`src/rtl/tbt_pkg.sv`:
```
// Shared types and constants of the trailing blank line trimmer.
// No dependencies; used by all modules through scoped names.
package tbt_pkg;

  // Depth of the held-blank buffer and derived widths
  localparam int PENDING_DEPTH = 32;
  localparam int CNT_W         = $clog2(PENDING_DEPTH + 1);
  localparam int KIDX_W        = (PENDING_DEPTH > 1) ? $clog2(PENDING_DEPTH) : 1;

  // Command queue between front and back
  localparam int FIFO_DEPTH  = 2;
  localparam int FIFO_PTR_W  = $clog2(FIFO_DEPTH);
  localparam int FIFO_CNT_W  = $clog2(FIFO_DEPTH + 1);

  // Character codes
  localparam logic [7:0] CH_SPACE   = 8'h20;
  localparam logic [7:0] CH_TAB     = 8'h09;
  localparam logic [7:0] CH_NEWLINE = 8'h0A;

  // Blank kind codes
  localparam logic KIND_SPACE = 1'b0;
  localparam logic KIND_TAB   = 1'b1;

  // One command: replay cnt held blanks from kinds, then emit ch as last
  typedef struct packed {
    logic [PENDING_DEPTH-1:0] kinds;
    logic [CNT_W-1:0]         cnt;
    logic [7:0]               ch;
    logic                     ovf;
  } cmd_t;

  // Front to queue write request
  typedef struct packed {
    logic push;
    cmd_t cmd;
  } cmd_req_t;

  // Queue to back status
  typedef struct packed {
    logic valid;
    cmd_t head;
  } cmd_head_t;

endpackage

```
`src/rtl/tbt_front.sv`:
```
// Front end: accepts bytes, holds blanks, and turns content bytes and line
// ends after content into replay commands. Depends on tbt_pkg.
module tbt_front (
  input  logic                clk,
  input  logic                rst_n,
  input  logic                in_push,
  input  logic [7:0]          in_char,
  input  logic                in_end_of_input,
  input  logic                fifo_full,
  output logic                in_full,
  output tbt_pkg::cmd_req_t   req
);

  logic [tbt_pkg::PENDING_DEPTH-1:0] kind_r, kind_nxt;
  logic [tbt_pkg::CNT_W-1:0]         cnt_r, cnt_nxt;
  logic                              content_r, content_nxt;
  logic                              ovf_r, ovf_nxt;
  logic                              accept;
  logic                              is_eol;
  logic                              is_blank;

  assign in_full = fifo_full;
  assign accept  = in_push && !fifo_full;
  assign is_eol  = in_end_of_input || (in_char == tbt_pkg::CH_NEWLINE);
  assign is_blank = (in_char == tbt_pkg::CH_SPACE) || (in_char == tbt_pkg::CH_TAB);

  // Classify the item and update line state
  always_comb begin
    kind_nxt     = kind_r;
    cnt_nxt      = cnt_r;
    content_nxt  = content_r;
    ovf_nxt      = ovf_r;
    req.push      = 1'b0;
    req.cmd.kinds = kind_r;
    req.cmd.cnt   = cnt_r;
    req.cmd.ch    = in_char;
    req.cmd.ovf   = ovf_r;
    if (accept) begin
      if (is_eol) begin
        // line end: newline only if the line had content
        req.push     = content_r;
        req.cmd.cnt  = '0;
        req.cmd.ch   = tbt_pkg::CH_NEWLINE;
        cnt_nxt      = '0;
        content_nxt  = 1'b0;
        ovf_nxt      = 1'b0;
      end else if (is_blank) begin
        if (cnt_r < tbt_pkg::CNT_W'(tbt_pkg::PENDING_DEPTH)) begin
          kind_nxt[cnt_r[tbt_pkg::KIDX_W-1:0]] =
            (in_char == tbt_pkg::CH_TAB) ? tbt_pkg::KIND_TAB : tbt_pkg::KIND_SPACE;
          cnt_nxt = cnt_r + tbt_pkg::CNT_W'(1);
        end else begin
          ovf_nxt = 1'b1;
        end
      end else begin
        // content byte: replay held blanks, then the byte
        req.push    = 1'b1;
        cnt_nxt     = '0;
        content_nxt = 1'b1;
      end
    end
  end

  // Held blank kinds carry no reset; only written entries are read
  always_ff @(posedge clk) begin
    kind_r <= kind_nxt;
  end

  always_ff @(posedge clk) begin
    if (!rst_n) begin
      cnt_r     <= '0;
      content_r <= 1'b0;
      ovf_r     <= 1'b0;
    end else begin
      cnt_r     <= cnt_nxt;
      content_r <= content_nxt;
      ovf_r     <= ovf_nxt;
    end
  end

endmodule

```
`src/rtl/tbt_cmd_fifo.sv`:
```
// Short command queue that decouples the front end from the replay back end.
// Depends on tbt_pkg.
module tbt_cmd_fifo (
  input  logic                 clk,
  input  logic                 rst_n,
  input  tbt_pkg::cmd_req_t    req,
  input  logic                 pop,
  output logic                 full,
  output tbt_pkg::cmd_head_t   head
);

  tbt_pkg::cmd_t                 mem_r [tbt_pkg::FIFO_DEPTH];
  logic [tbt_pkg::FIFO_PTR_W-1:0] wr_ptr_r, wr_ptr_nxt;
  logic [tbt_pkg::FIFO_PTR_W-1:0] rd_ptr_r, rd_ptr_nxt;
  logic [tbt_pkg::FIFO_CNT_W-1:0] cnt_r, cnt_nxt;
  logic                           do_push;
  logic                           do_pop;

  assign full       = (cnt_r == tbt_pkg::FIFO_CNT_W'(tbt_pkg::FIFO_DEPTH));
  assign head.valid = (cnt_r != '0);
  assign head.head  = mem_r[rd_ptr_r];
  assign do_push    = req.push && !full;
  assign do_pop     = pop && head.valid;

  // Pointer and occupancy update
  always_comb begin
    wr_ptr_nxt = wr_ptr_r;
    rd_ptr_nxt = rd_ptr_r;
    cnt_nxt    = cnt_r;
    if (do_push) begin
      wr_ptr_nxt = (wr_ptr_r == tbt_pkg::FIFO_PTR_W'(tbt_pkg::FIFO_DEPTH - 1)) ?
                   '0 : wr_ptr_r + tbt_pkg::FIFO_PTR_W'(1);
    end
    if (do_pop) begin
      rd_ptr_nxt = (rd_ptr_r == tbt_pkg::FIFO_PTR_W'(tbt_pkg::FIFO_DEPTH - 1)) ?
                   '0 : rd_ptr_r + tbt_pkg::FIFO_PTR_W'(1);
    end
    case ({do_push, do_pop})
      2'b10:   cnt_nxt = cnt_r + tbt_pkg::FIFO_CNT_W'(1);
      2'b01:   cnt_nxt = cnt_r - tbt_pkg::FIFO_CNT_W'(1);
      default: cnt_nxt = cnt_r;
    endcase
  end

  // Entry storage
  always_ff @(posedge clk) begin
    if (do_push) begin
      mem_r[wr_ptr_r] <= req.cmd;
    end
  end

  always_ff @(posedge clk) begin
    if (!rst_n) begin
      wr_ptr_r <= '0;
      rd_ptr_r <= '0;
      cnt_r    <= '0;
    end else begin
      wr_ptr_r <= wr_ptr_nxt;
      rd_ptr_r <= rd_ptr_nxt;
      cnt_r    <= cnt_nxt;
    end
  end

endmodule

```
`src/rtl/tbt_back.sv`:
```
// Back end: replays held blanks of the head command, then its byte, into an
// output register. Depends on tbt_pkg.
module tbt_back (
  input  logic                 clk,
  input  logic                 rst_n,
  input  tbt_pkg::cmd_head_t   head,
  input  logic                 out_pop,
  output logic                 q_pop,
  output logic                 out_empty,
  output logic [7:0]           out_char,
  output logic                 out_last,
  output logic                 out_blanks_dropped
);

  logic [tbt_pkg::CNT_W-1:0] idx_r, idx_nxt;
  logic                      ovalid_r, ovalid_nxt;
  logic [7:0]                ochar_r, ochar_nxt;
  logic                      olast_r, olast_nxt;
  logic                      odrop_r, odrop_nxt;
  logic                      slot_free;
  logic                      emit;
  logic                      in_blanks;

  assign slot_free = !ovalid_r || out_pop;
  assign emit      = head.valid && slot_free;
  assign in_blanks = (idx_r != head.head.cnt);
  assign q_pop     = emit && !in_blanks;

  // Replay sequencer: one result per cycle while the output slot is free
  always_comb begin
    idx_nxt    = idx_r;
    ochar_nxt  = ochar_r;
    olast_nxt  = olast_r;
    odrop_nxt  = odrop_r;
    ovalid_nxt = ovalid_r && !out_pop;
    if (emit) begin
      ovalid_nxt = 1'b1;
      odrop_nxt  = head.head.ovf;
      if (in_blanks) begin
        ochar_nxt = (head.head.kinds[idx_r[tbt_pkg::KIDX_W-1:0]] == tbt_pkg::KIND_TAB) ?
                    tbt_pkg::CH_TAB : tbt_pkg::CH_SPACE;
        olast_nxt = 1'b0;
        idx_nxt   = idx_r + tbt_pkg::CNT_W'(1);
      end else begin
        ochar_nxt = head.head.ch;
        olast_nxt = 1'b1;
        idx_nxt   = '0;
      end
    end
  end

  // Output payload
  always_ff @(posedge clk) begin
    ochar_r <= ochar_nxt;
    olast_r <= olast_nxt;
    odrop_r <= odrop_nxt;
  end

  always_ff @(posedge clk) begin
    if (!rst_n) begin
      idx_r    <= '0;
      ovalid_r <= 1'b0;
    end else begin
      idx_r    <= idx_nxt;
      ovalid_r <= ovalid_nxt;
    end
  end

  assign out_empty          = !ovalid_r;
  assign out_char           = ochar_r;
  assign out_last           = olast_r;
  assign out_blanks_dropped = odrop_r;

endmodule

```
`src/rtl/trailing_blank_line_trimmer_top.sv`:
```
// Trailing blank line trimmer, top level. Depends on tbt_pkg, tbt_front,
// tbt_cmd_fifo and tbt_back.
//
// Removes trailing spaces/tabs and blank lines from a byte stream. One input
// byte is accepted per cycle while in_full is low. Blanks are held in a
// 32-entry buffer (extra blanks on a line are dropped and flagged); a content
// byte or a line end after content becomes a command in a 2-entry queue. The
// back end emits one result per cycle while its output slot is free, so a
// content byte preceded by n held blanks yields n+1 results; in_full rises
// when the queue holds two commands not yet fully emitted. The first result
// of an item passes through the queue and the output register to the ports.
module trailing_blank_line_trimmer_top (
  input  logic       clk,
  input  logic       rst_n,
  input  logic       in_push,
  output logic       in_full,
  input  logic [7:0] in_char,
  input  logic       in_end_of_input,
  output logic       out_empty,
  input  logic       out_pop,
  output logic [7:0] out_char,
  output logic       out_last,
  output logic       out_blanks_dropped
);

  tbt_pkg::cmd_req_t  req;
  tbt_pkg::cmd_head_t head;
  logic               fifo_full;
  logic               q_pop;

  tbt_front u_front (
    .clk             (clk),
    .rst_n           (rst_n),
    .in_push         (in_push),
    .in_char         (in_char),
    .in_end_of_input (in_end_of_input),
    .fifo_full       (fifo_full),
    .in_full         (in_full),
    .req             (req)
  );

  tbt_cmd_fifo u_fifo (
    .clk   (clk),
    .rst_n (rst_n),
    .req   (req),
    .pop   (q_pop),
    .full  (fifo_full),
    .head  (head)
  );

  tbt_back u_back (
    .clk                (clk),
    .rst_n              (rst_n),
    .head               (head),
    .out_pop            (out_pop),
    .q_pop              (q_pop),
    .out_empty          (out_empty),
    .out_char           (out_char),
    .out_last           (out_last),
    .out_blanks_dropped (out_blanks_dropped)
  );

endmodule

```
`config.mk`:
```
export PLATFORM = sky130hd
export DESIGN_NAME = trailing_blank_line_trimmer_top
export DESIGN_NICKNAME = d
export VERILOG_FILES = /design/src/rtl/tbt_pkg.sv /design/src/rtl/tbt_front.sv /design/src/rtl/tbt_cmd_fifo.sv /design/src/rtl/tbt_back.sv /design/src/rtl/trailing_blank_line_trimmer_top.sv
export SDC_FILE = /design/constraint.sdc
export NUM_CORES = 1
export LEC_CHECK = 0
export BUFFER_PORTS_ARGS = -buffer_cell sky130_fd_sc_hd__buf_2
export CORE_ASPECT_RATIO = 2
export CORE_MARGIN = 1.5
export CORE_UTILIZATION = 50
export CTS_CLUSTER_SIZE = 25
export DETAILED_ROUTE_END_ITERATION = 10
export PLACE_DENSITY = 0.74
export SLEW_MARGIN = 20
export SYNTH_ARGS = -nofsm -noshare
export SYNTH_HDL_FRONTEND = slang
export SYNTH_SLANG_ARGS = --single-unit
```
`constraint.sdc`:
```
create_clock -name clk -period 6.3 [get_ports clk]
set_clock_uncertainty 0.15 [all_clocks]
set_input_delay 1.89 -clock clk [delete_from_list [all_inputs] [get_ports clk]]
set_output_delay 1.89 -clock clk [all_outputs]
set_load 0.01 [all_outputs]
```
==> impl_metrics.tcl, run 1 <==
set metrics [dict create \
    cts.path.max_buffers 2 \
    drive_gt1_share_pct 20.4 \
    drt_wl_total_um 11200 \
    synth_area_leader_cell "edfxtp_1" \
    fp.dieH_um 162 \
    fillers 896 \
    final_core_util_pct 59.3 \
    critical_path.top_delay_family "compound AO/OA/AOI/OAI gates" \
    cts_buffers 17 \
    rrSetupSlack_ps 2790 \
    path_clk_slew_ps 60 \
    dr.max_layer_used "met4" \
    syn_inst 409 \
    met3WireLength_um 392 \
    slew_viol_final 0 \
    cts_root_buf "clkbuf_16" \
    setup_viol 0 \
    synth_cell_types 55 \
    syn_nets 428 \
    dieArea_um2 13300 \
    critPathLaunch "in_char[6]" \
    fin_crit_sh_pct 64.1 \
    cp_max_fo 4 \
    hold_violations 0 \
    die_w_um 82.4 \
    drc 0 \
    synth_top_cell_area_share_pct 64.8 \
    rsz0062_at_grt "no" \
    insertedDiodeCount 0 \
    slowest_delay_ps 570 \
    postRouteAntennaNets 0 \
    cts_sinks 156 \
    min_period_ps 4040 \
    async_flop_share_pct 0 \
    hpwlAfterDp_um 7440 \
    worstSkewPairLatency_ps 410 \
    final_cell_mix "edfxtp_1 (136), nor2_1 (60), buf_2 (24)" \
    required_ps 6480 \
    io_pins 25 \
    peakVddDrop_mv 0.236 \
    setup-tns-final_ps 0 \
    initial_core_util_pct 51.7 \
    crit_type "in2reg" \
    grt_usage_pct 18.7 \
    vias_per_cell 5.66 \
    crit_slowest_cell "or4_4" \
    wl_met2_um 6470 \
    postCtsHoldBufs 0 \
    placed_area_um2 6580 \
    yosys_warnings 0 \
    avgRoutedWirePerCell_um 18.6 \
    nets 462 \
    fmax_ghz 0.248 \
    crit_chain "buf_2, or4_4, o41a_1, o221ai_4, ha_1, or3_1, a21oi_1" \
    netlist_top_cells_area "edfxtp_1 (65%), dfxtp_1 (6.4%), mux4_2 (4.6%)" \
    max_slew_margin_pct 51.8 \
    grt_pass1_vias 3651 \
    powerDensity_nw_per_um2 316 \
    h-tree-depth 4 \
    ctsResizeCount 0 \
    hp-class "reg2reg" \
    cts_tree "yes" \
    p_leak_nw 2.10 \
    drtIter0Drc 199 \
    area_growth_pct 14.7 \
    synth_edf_count 136 \
    multi_input_area_um2 1710 \
    stdcell_area_um2 7230 \
    io_buffers 24 \
    ys_ff_latch 156 \
    postSynthAreaPerCell_um2 15.4 \
    grt_pass1_wl_um 18000 \
    rows 57 \
    gp_congestion 0.774 \
    synth_area_um2 6300 \
    final-seq-area_um2 4490 \
    status "finished, final reports clean" \
    synth_ff_type "edfxtp_1" \
    vias 3412 \
    hold_start "u_front.kind_r[6]" \
    synth_seq_area_share_pct 71.1 \
    firstDrtPassIters 5 \
    drv_cap 0 \
    antenna_found_initial 0 \
    cts_setup_buffers 0 \
    grt_remaining_overflow 0 \
    layout_commonest_cell "edfxtp_1" \
    end_kind "flip-flop" \
    grt_max_degree 41 \
    worst_pin_slew_ps 722 \
    crit_path_start_kind "input port" \
    worstPathBufferInverterCount 1 \
    r2r-start "u_back.idx_r[2]" \
    arrival_ps 4220 \
    holdWs_ps 298 \
    wl_met1_um 4050 \
    core-area_um2 12200 \
]
[worst register-to-register path, cell delays in order (launching register included)]
cell and delay, ps:
dfxtp_1 770, clkinv_1 510, xnor2_1 290, nand4_1 250
or2_2 470, nor2_1 190, ha_1 280, or3_1 370
a21oi_1 150
[routing by layer]
metal  up-vias  GRT usage, %
li1       1608             -
met1      1701          18.3
met2        76          34.4
met3        27          4.38
met4         0          9.78
met5         -             0
[stage by stage]
stage / power (mW) / instances / setup WS (ps)
final: 2.28 / 603 / 2260
after global routing: 2.36 / 603 / 2230
after CTS: 2.29 / 600 / 2280
after detailed placement: 1.33 / 568 / 1860
after global placement: 1.32 / 568 / 1930
after floorplan: 1.28 / 409 / 1240
[synth_stat cells (8+ instances only)]
library cell	count
xnor2_1	8
dfxtp_1	20
clkbuf_1	10
edfxtp_1	136
nor2b_1	12
a211oi_1	9
nand2_1	14
xor2_1	8
mux2i_1	21
nor2_1	62
mux4_2	13
inv_1	9
[where the power goes]
| part | internal (mW) | switching (mW) |
|---|---|---|
| sequential | 1.15 | 0.0126 |
| combinational | 0.0540 | 0.0902 |
| clock | 0.585 | 0.387 |
| total | 1.79 | 0.490 |
[cell families (layout without fill, tap and decap cells)]
logic type / Yosys count / count (layout) / share of synthesized area, %
adders and majority gates: 6 / 6 / 1.19
DFF: 156 / 156 / 71.1
muxes: 36 / 36 / 8.34
xor gates and xnor gates: 16 / 16 / 2.22
buffers and inverters: 28 / 75 / 2.04
and+or+nand+nor: 129 / 129 / 10.3
AOI/OAI and AO/OA: 38 / 38 / 4.76
[flip-flops by register name, summed over array words and instances (netlist names), 2 cells and up, named ones only]
register	count
u_back.out_char	8
u_fifo.mem_r	94
u_front.kind_r	32
u_back.idx_r	6
u_fifo.cnt_r	2
u_front.cnt_r	6
[area by class of cell]
class,count,area share [%]
Tap cell,147,2.54
Timing Repair Buffer,32,3.32
Clock inverter,13,1.92
Clock buffer,19,5.99
Multi-Input combinational cell,225,23.6
Inverter,11,0.571
Sequential cell,156,62.0
[worst paths after layout]
path,endpoint,cells past startpoint
worst max-delay path,u_fifo.cnt_r[1],7
worst min register to register,u_fifo.mem_r[1][21],0
worst max register to register,u_fifo.cnt_r[1],8
worst min-delay path,u_fifo.mem_r[1][21],0
Note: power is estimated with default switching activity, not from simulation.
==> run 2, diff against run 1 <==
--- a/config.mk
+++ b/config.mk
@@ -5,13 +5,14 @@
 export SDC_FILE = /design/constraint.sdc
 export NUM_CORES = 1
 export LEC_CHECK = 0
+export ABC_AREA = 1
 export BUFFER_PORTS_ARGS = -buffer_cell sky130_fd_sc_hd__buf_2
 export CORE_ASPECT_RATIO = 2
 export CORE_MARGIN = 1.5
 export CORE_UTILIZATION = 50
 export CTS_CLUSTER_SIZE = 25
 export DETAILED_ROUTE_END_ITERATION = 10
-export PLACE_DENSITY = 0.74
+export PLACE_DENSITY = 0.76
 export SLEW_MARGIN = 20
 export SYNTH_ARGS = -nofsm -noshare
 export SYNTH_HDL_FRONTEND = slang
==> constraint.sdc (replaced) <==
create_clock -name clk -period 3.65 [get_ports clk]
set_clock_uncertainty 0.15 [all_clocks]
set_input_delay 1.095 -clock clk [delete_from_list [all_inputs] [get_ports clk]]
set_output_delay 1.095 -clock clk [all_outputs]
set_load 0.01 [all_outputs]
==> impl_metrics.tcl, run 2 <==
set metrics [dict create \
    status "finished, final reports clean" \
    grt_remaining_overflow 0 \
    final_cell_mix "nand2_1 (163), edfxtp_1 (136), nand3_1 (71)" \
    dpl_worst_slack_ps 489 \
    postSynthAreaPerCell_um2 10.9 \
    grt_max_degree 49 \
    cp_max_fo 47 \
    gp_congestion 0.879 \
    yosys_warnings 0 \
    rows 59 \
    slew_viol_final 0 \
    power.share.switching_pct 23.1 \
    crit_path_start_kind "flip-flop" \
    synth_seq_area_share_pct 68.6 \
    hold_violations 0 \
    setup_viol 0 \
    grt_pass1_wl_um 19500 \
    cts_root_buf "clkbuf_16" \
    cts_tree "yes" \
    vias_per_cell 5.33 \
    cts_sinks 156 \
    dp_cells 765 \
    syn_inst 600 \
    antenna_found_initial 0 \
    p_int_mw 3.01 \
    power_frac_clock_pct 42.7 \
    yosys.cell_count.top_type "nand2_1" \
    timing.final.ws_setup_ps 882 \
    crit_type "reg2reg" \
    firstDrtPassIters 5 \
    io_pins 25 \
    placed_area_um2 6830 \
    path_clk_slew_ps 70 \
    syn_nets 619 \
    synth_cell_types 30 \
    peakVddDrop_mv 0.375 \
    worstSkewPairLatency_ps 420 \
    top_register "u_fifo.mem_r" \
    fmax_ghz 0.361 \
    initial_core_util_pct 50.6 \
    synth_area_leader_cell "edfxtp_1" \
    avgRoutedWirePerCell_um 15.5 \
    fin_crit_sh_pct 75.8 \
    postCtsHoldBufs 0 \
    drtIter0Drc 309 \
    rsz0062_at_grt "no" \
    p_leak_nw 2.77 \
    powerDensity_nw_per_um2 529 \
    io_buffers 24 \
    layout_commonest_cell "nand2_1" \
    min_period_ps 2770 \
    holdWs_ps 298 \
    drv_cap 0 \
    stdcell_area_um2 7390 \
    cts.path.max_buffers 2 \
    netlist_top_cells_area "edfxtp_1 (62%), nand2_1 (9.4%), dfxtp_1 (6.1%)" \
    postRouteAntennaNets 0 \
    max_slew_margin_pct 45.1 \
    h-tree-depth 4 \
    finalPower_mw 3.91 \
    async_flop_share_pct 0 \
    setup-tns-final_ps 0 \
    required_ps 3850 \
    drt_wl_total_um 12400 \
    netSwitchingPower_mw 0.905 \
    hpwlAfterDp_um 8380 \
    seqPwrFrac_pct 51.0 \
    hp-class "reg2reg" \
    synth_edf_count 136 \
    final_core_util_pct 57.2 \
    worst_pin_slew_ps 823 \
    core-area_um2 12900 \
    fp.dieH_um 165 \
    cts_setup_buffers 0 \
    grt_pass1_vias 4132 \
    combinationalPowerShare_pct 6.3 \
    synth_ff_type "edfxtp_1" \
    netlist_top_cells_count "nand2_1 (163), edfxtp_1 (136), nand3_1 (71)" \
    insertedDiodeCount 0 \
    drc 0 \
    vias 4250 \
    drive_gt1_share_pct 13.6 \
    synth_top_cell_area_share_pct 62.4 \
    nets 651 \
    finalNonFillerCells 797 \
    area_growth_pct 13.0 \
    grt_usage_pct 18.5 \
    dieArea_um2 13800 \
    largest_register_ffs 94 \
    synth_area_um2 6540 \
    die_w_um 83.9 \
    end_kind "flip-flop" \
    ctsResizeCount 0 \
    ys_ff_latch 156 \
    cts_buffers 17 \
    arrival_ps 2960 \
]
run 2: kinds of logic (layout without fill, tap and decap cells):
| kind of cell | count (synthesis) | count (layout) | share of synthesized area (%) |
|---|---|---|---|
| simple gates | 326 | 326 | 21.3 |
| flops | 156 | 156 | 68.6 |
| fa+ha+maj | 6 | 6 | 1.15 |
| compound gates | 25 | 25 | 2.33 |
| buf+inv | 77 | 122 | 5.34 |
| xor+xnor | 10 | 10 | 1.34 |
run 2: final timing paths:
kind,startpoint,end,slack (ps),cells past startpoint
setup / recovery,flip-flop,u_fifo.cnt_r[1],880,14
hold / removal,u_front.kind_r[14],u_fifo.mem_r[0][29],300,0
setup reg to reg,flip-flop,u_fifo.cnt_r[1],880,14
hold reg to reg,u_front.kind_r[14],u_fifo.mem_r[0][29],300,0
run 2: final cells by class:
class | instances | area, µm²
fill | 982 | 5530
sequential | 156 | 4480
multi-input combinational | 367 | 1720
clock buffer | 17 | 425
inverter | 57 | 219
timing repair buffer | 33 | 213
tap | 152 | 190
clock inverter | 15 | 138
run 2: metal layers:
metal	up-vias	track usage, %	share of wire, %
met4	0	11.3	3.8
met5	-	0	0
met3	39	3.80	3.0
met1	2020	19.5	37
li1	2066	-	-
met2	125	33.5	56
run 2: critical path, cell delays in order (launching register included):
cell	delay, ps
dfxtp_1	330
buf_4	420
nand2_1	120
nand2_1	120
xor2_1	150
nand2_1	80
nor2_2	140
nand2_2	200
nor2_2	230
ha_1	260
inv_1	80
nand2_1	60
nor2_1	120
o21ai_0	90
a21oi_1	130
run 2: power groups by stage:
| stage | clock network (mW) | registers [mW] | logic [mW] |
|---|---|---|---|
| after global routing | 1.76 | 2.00 | 0.271 |
| after global placement | 0 | 2.03 | 0.238 |
| after floorplan | 0 | 2.04 | 0.162 |
| after detailed placement | 0 | 2.04 | 0.243 |
| after CTS | 1.68 | 2.00 | 0.245 |
| final | 1.67 | 2.00 | 0.245 |
==> run 3, diff against run 2 <==
--- a/config.mk
+++ b/config.mk
@@ -12,7 +12,7 @@
 export CORE_UTILIZATION = 50
 export CTS_CLUSTER_SIZE = 25
 export DETAILED_ROUTE_END_ITERATION = 10
-export PLACE_DENSITY = 0.76
+export PLACE_DENSITY = 0.74
 export SLEW_MARGIN = 20
 export SYNTH_ARGS = -nofsm -noshare
 export SYNTH_HDL_FRONTEND = slang
==> constraint.sdc (replaced) <==
create_clock -name clk -period 2.6 [get_ports clk]
set_clock_uncertainty 0.15 [all_clocks]
set_input_delay 0.78 -clock clk [delete_from_list [all_inputs] [get_ports clk]]
set_output_delay 0.78 -clock clk [all_outputs]
set_load 0.01 [all_outputs]
==> impl_metrics.tcl, run 3 (synthesized netlist as in run 2, its figures left out) <==
set metrics [dict create \
    cts_buffers 17 \
    cts_root_buf "clkbuf_16" \
    peakVddDrop_mv 0.782 \
    slew_viol_final 0 \
    cts.path.max_buffers 2 \
    area_growth_pct 16.5 \
    placed_area_um2 6970 \
    io_pins 25 \
    crit_path_start_kind "flip-flop" \
    met3WireLength_um 622 \
    drive_gt1_share_pct 16.1 \
    antenna_found_initial 0 \
    drt_wl_total_um 13700 \
    wl_met2_um 7770 \
    dpl_worst_slack_ps -19.5 \
    setup_viol 0 \
    largest_register_ffs 94 \
    stdcell_area_um2 7620 \
    crit_path_frequent_cell "nand2_1" \
    core-area_um2 12900 \
    rows 59 \
    gp_congestion 0.872 \
    io_buffers 24 \
    hp-class "reg2reg" \
    fillers 974 \
    arrival_ps 2540 \
    grt_pass1_wl_um 21200 \
    timing.final.ws_setup_ps 263 \
    hold_violations 0 \
    end_kind "flip-flop" \
    cp_max_fo 24 \
    cts_sinks 156 \
    drtIter0Drc 344 \
    grt_usage_pct 20.4 \
    die_w_um 83.9 \
    final_core_util_pct 59.0 \
    p_leak_nw 2.88 \
    fp.dieH_um 165 \
    drc 0 \
    powerDensity_nw_per_um2 757 \
    final_cell_mix "nand2_1 (162), edfxtp_1 (136), nand3_1 (70)" \
    status "finished, final reports clean" \
    drv_cap 0 \
    crit_slowest_cell "dfxtp_2" \
    layout_commonest_cell "nand2_1" \
    vias 4355 \
    insertedDiodeCount 0 \
    worst_pin_slew_ps 376 \
    top_register "u_fifo.mem_r" \
    initial_core_util_pct 50.6 \
    postCtsHoldBufs 0 \
    h-tree-depth 4 \
    worstSkewPairLatency_ps 420 \
    cts_tree "yes" \
    avgRoutedWirePerCell_um 16.9 \
    required_ps 2800 \
    grt_remaining_overflow 0 \
    fin_crit_sh_pct 89.9 \
    grt_pass1_vias 4380 \
    holdWs_ps 291 \
    max_slew_margin_pct 74.9 \
    grt_max_degree 48 \
    crit_type "reg2reg" \
    hpwlAfterDp_um 8650 \
    dr.max_layer_used "met4" \
    min_period_ps 2340 \
    fmax_ghz 0.428 \
    firstDrtPassIters 7 \
    postRouteAntennaNets 0 \
    slowest_delay_ps 400 \
    vias_per_cell 5.38 \
    nets 663 \
    crit_chain "buf_12, nand2_1, nand2_1, xor2_1, nand3_1, nor2_2, nand2_2, nor2_2, ha_1, inv_1, nand2_1, nor2_1, o21ai_0, a21oi_1" \
    path_clk_slew_ps 70 \
    dieArea_um2 13800 \
    wl_met1_um 4760 \
]
-- run 3: cell count changes in the layout (fill, tap and decap cells not counted), sizes merged --
| cell | before | now |
|---|---|---|
| buf | 33 | 44 |
| bufinv | 1 | 4 |
| clkbuf | 17 | 20 |
| clkinvlp | 3 | 2 |
| inv | 62 | 58 |
-- run 3: final cells by class --
cell class                      instances  area [µm²]  share of cell area, %
Tap cell                              152         190                   2.50
Clock buffer                           19         433                   5.68
Clock inverter                         13         189                   2.48
Inverter                               57         239                   3.14
Sequential cell                       156        4490                   58.9
Timing Repair Buffer                   45         333                   4.37
Multi-Input combinational cell        367        1750                   23.0
-- run 3: path summary, 6_finish.rpt --
path                              end  cells after the start  slack, ps               from
setup / recovery      u_fifo.cnt_r[1]                     14        260          flip-flop
hold reg to reg   u_fifo.mem_r[1][19]                      0        290  u_front.kind_r[4]
setup reg to reg      u_fifo.cnt_r[1]                     14        260          flip-flop
hold / removal    u_fifo.mem_r[1][19]                      0        290  u_front.kind_r[4]
-- run 3: where the power goes --
group	switching (mW)	total [mW]	internal [mW]
combinational	0.252	0.371	0.119
clock	0.978	2.59	1.61
sequential	0.0251	2.81	2.78
-- run 3: metal layers --
| layer | up-vias | track usage [%] |
|---|---|---|
| li1 | 2092 | - |
| met1 | 2090 | 19.8 |
| met2 | 134 | 39.1 |
| met3 | 39 | 4.35 |
| met4 | 0 | 11.4 |
| met5 | - | 0 |
-- run 3: timing repair --
item                                   CTS  global route
endpoints found under the hold margin    0             0
resized for setup                        0             3
setup endpoints to repair                0             1
setup buffers                            0             0
-- run 3: metrics by stage --
| step | setup TNS (ps) | std cells | total power, mW |
|---|---|---|---|
| final | 0 | 809 | 5.77 |
| after global routing | -54.3 | 809 | 5.95 |
| after CTS | 0 | 808 | 5.80 |
| after detailed placement | -19.5 | 776 | 3.23 |
| after global placement | 0 | 776 | 3.21 |
| after floorplan | -10900 | 600 | 3.10 |
-- run 3: worst max-delay path: cells and delay by family (launching register included) --
kind / cells / cell delay, ps
AO/OA/AOI/OAI: 2 / 210
XOR/XNOR: 1 / 170
adder cells (fa/ha/maj): 1 / 260
buffers and inverters: 2 / 270
flip-flops: 1 / 400
AND/OR/NAND/NOR: 8 / 820
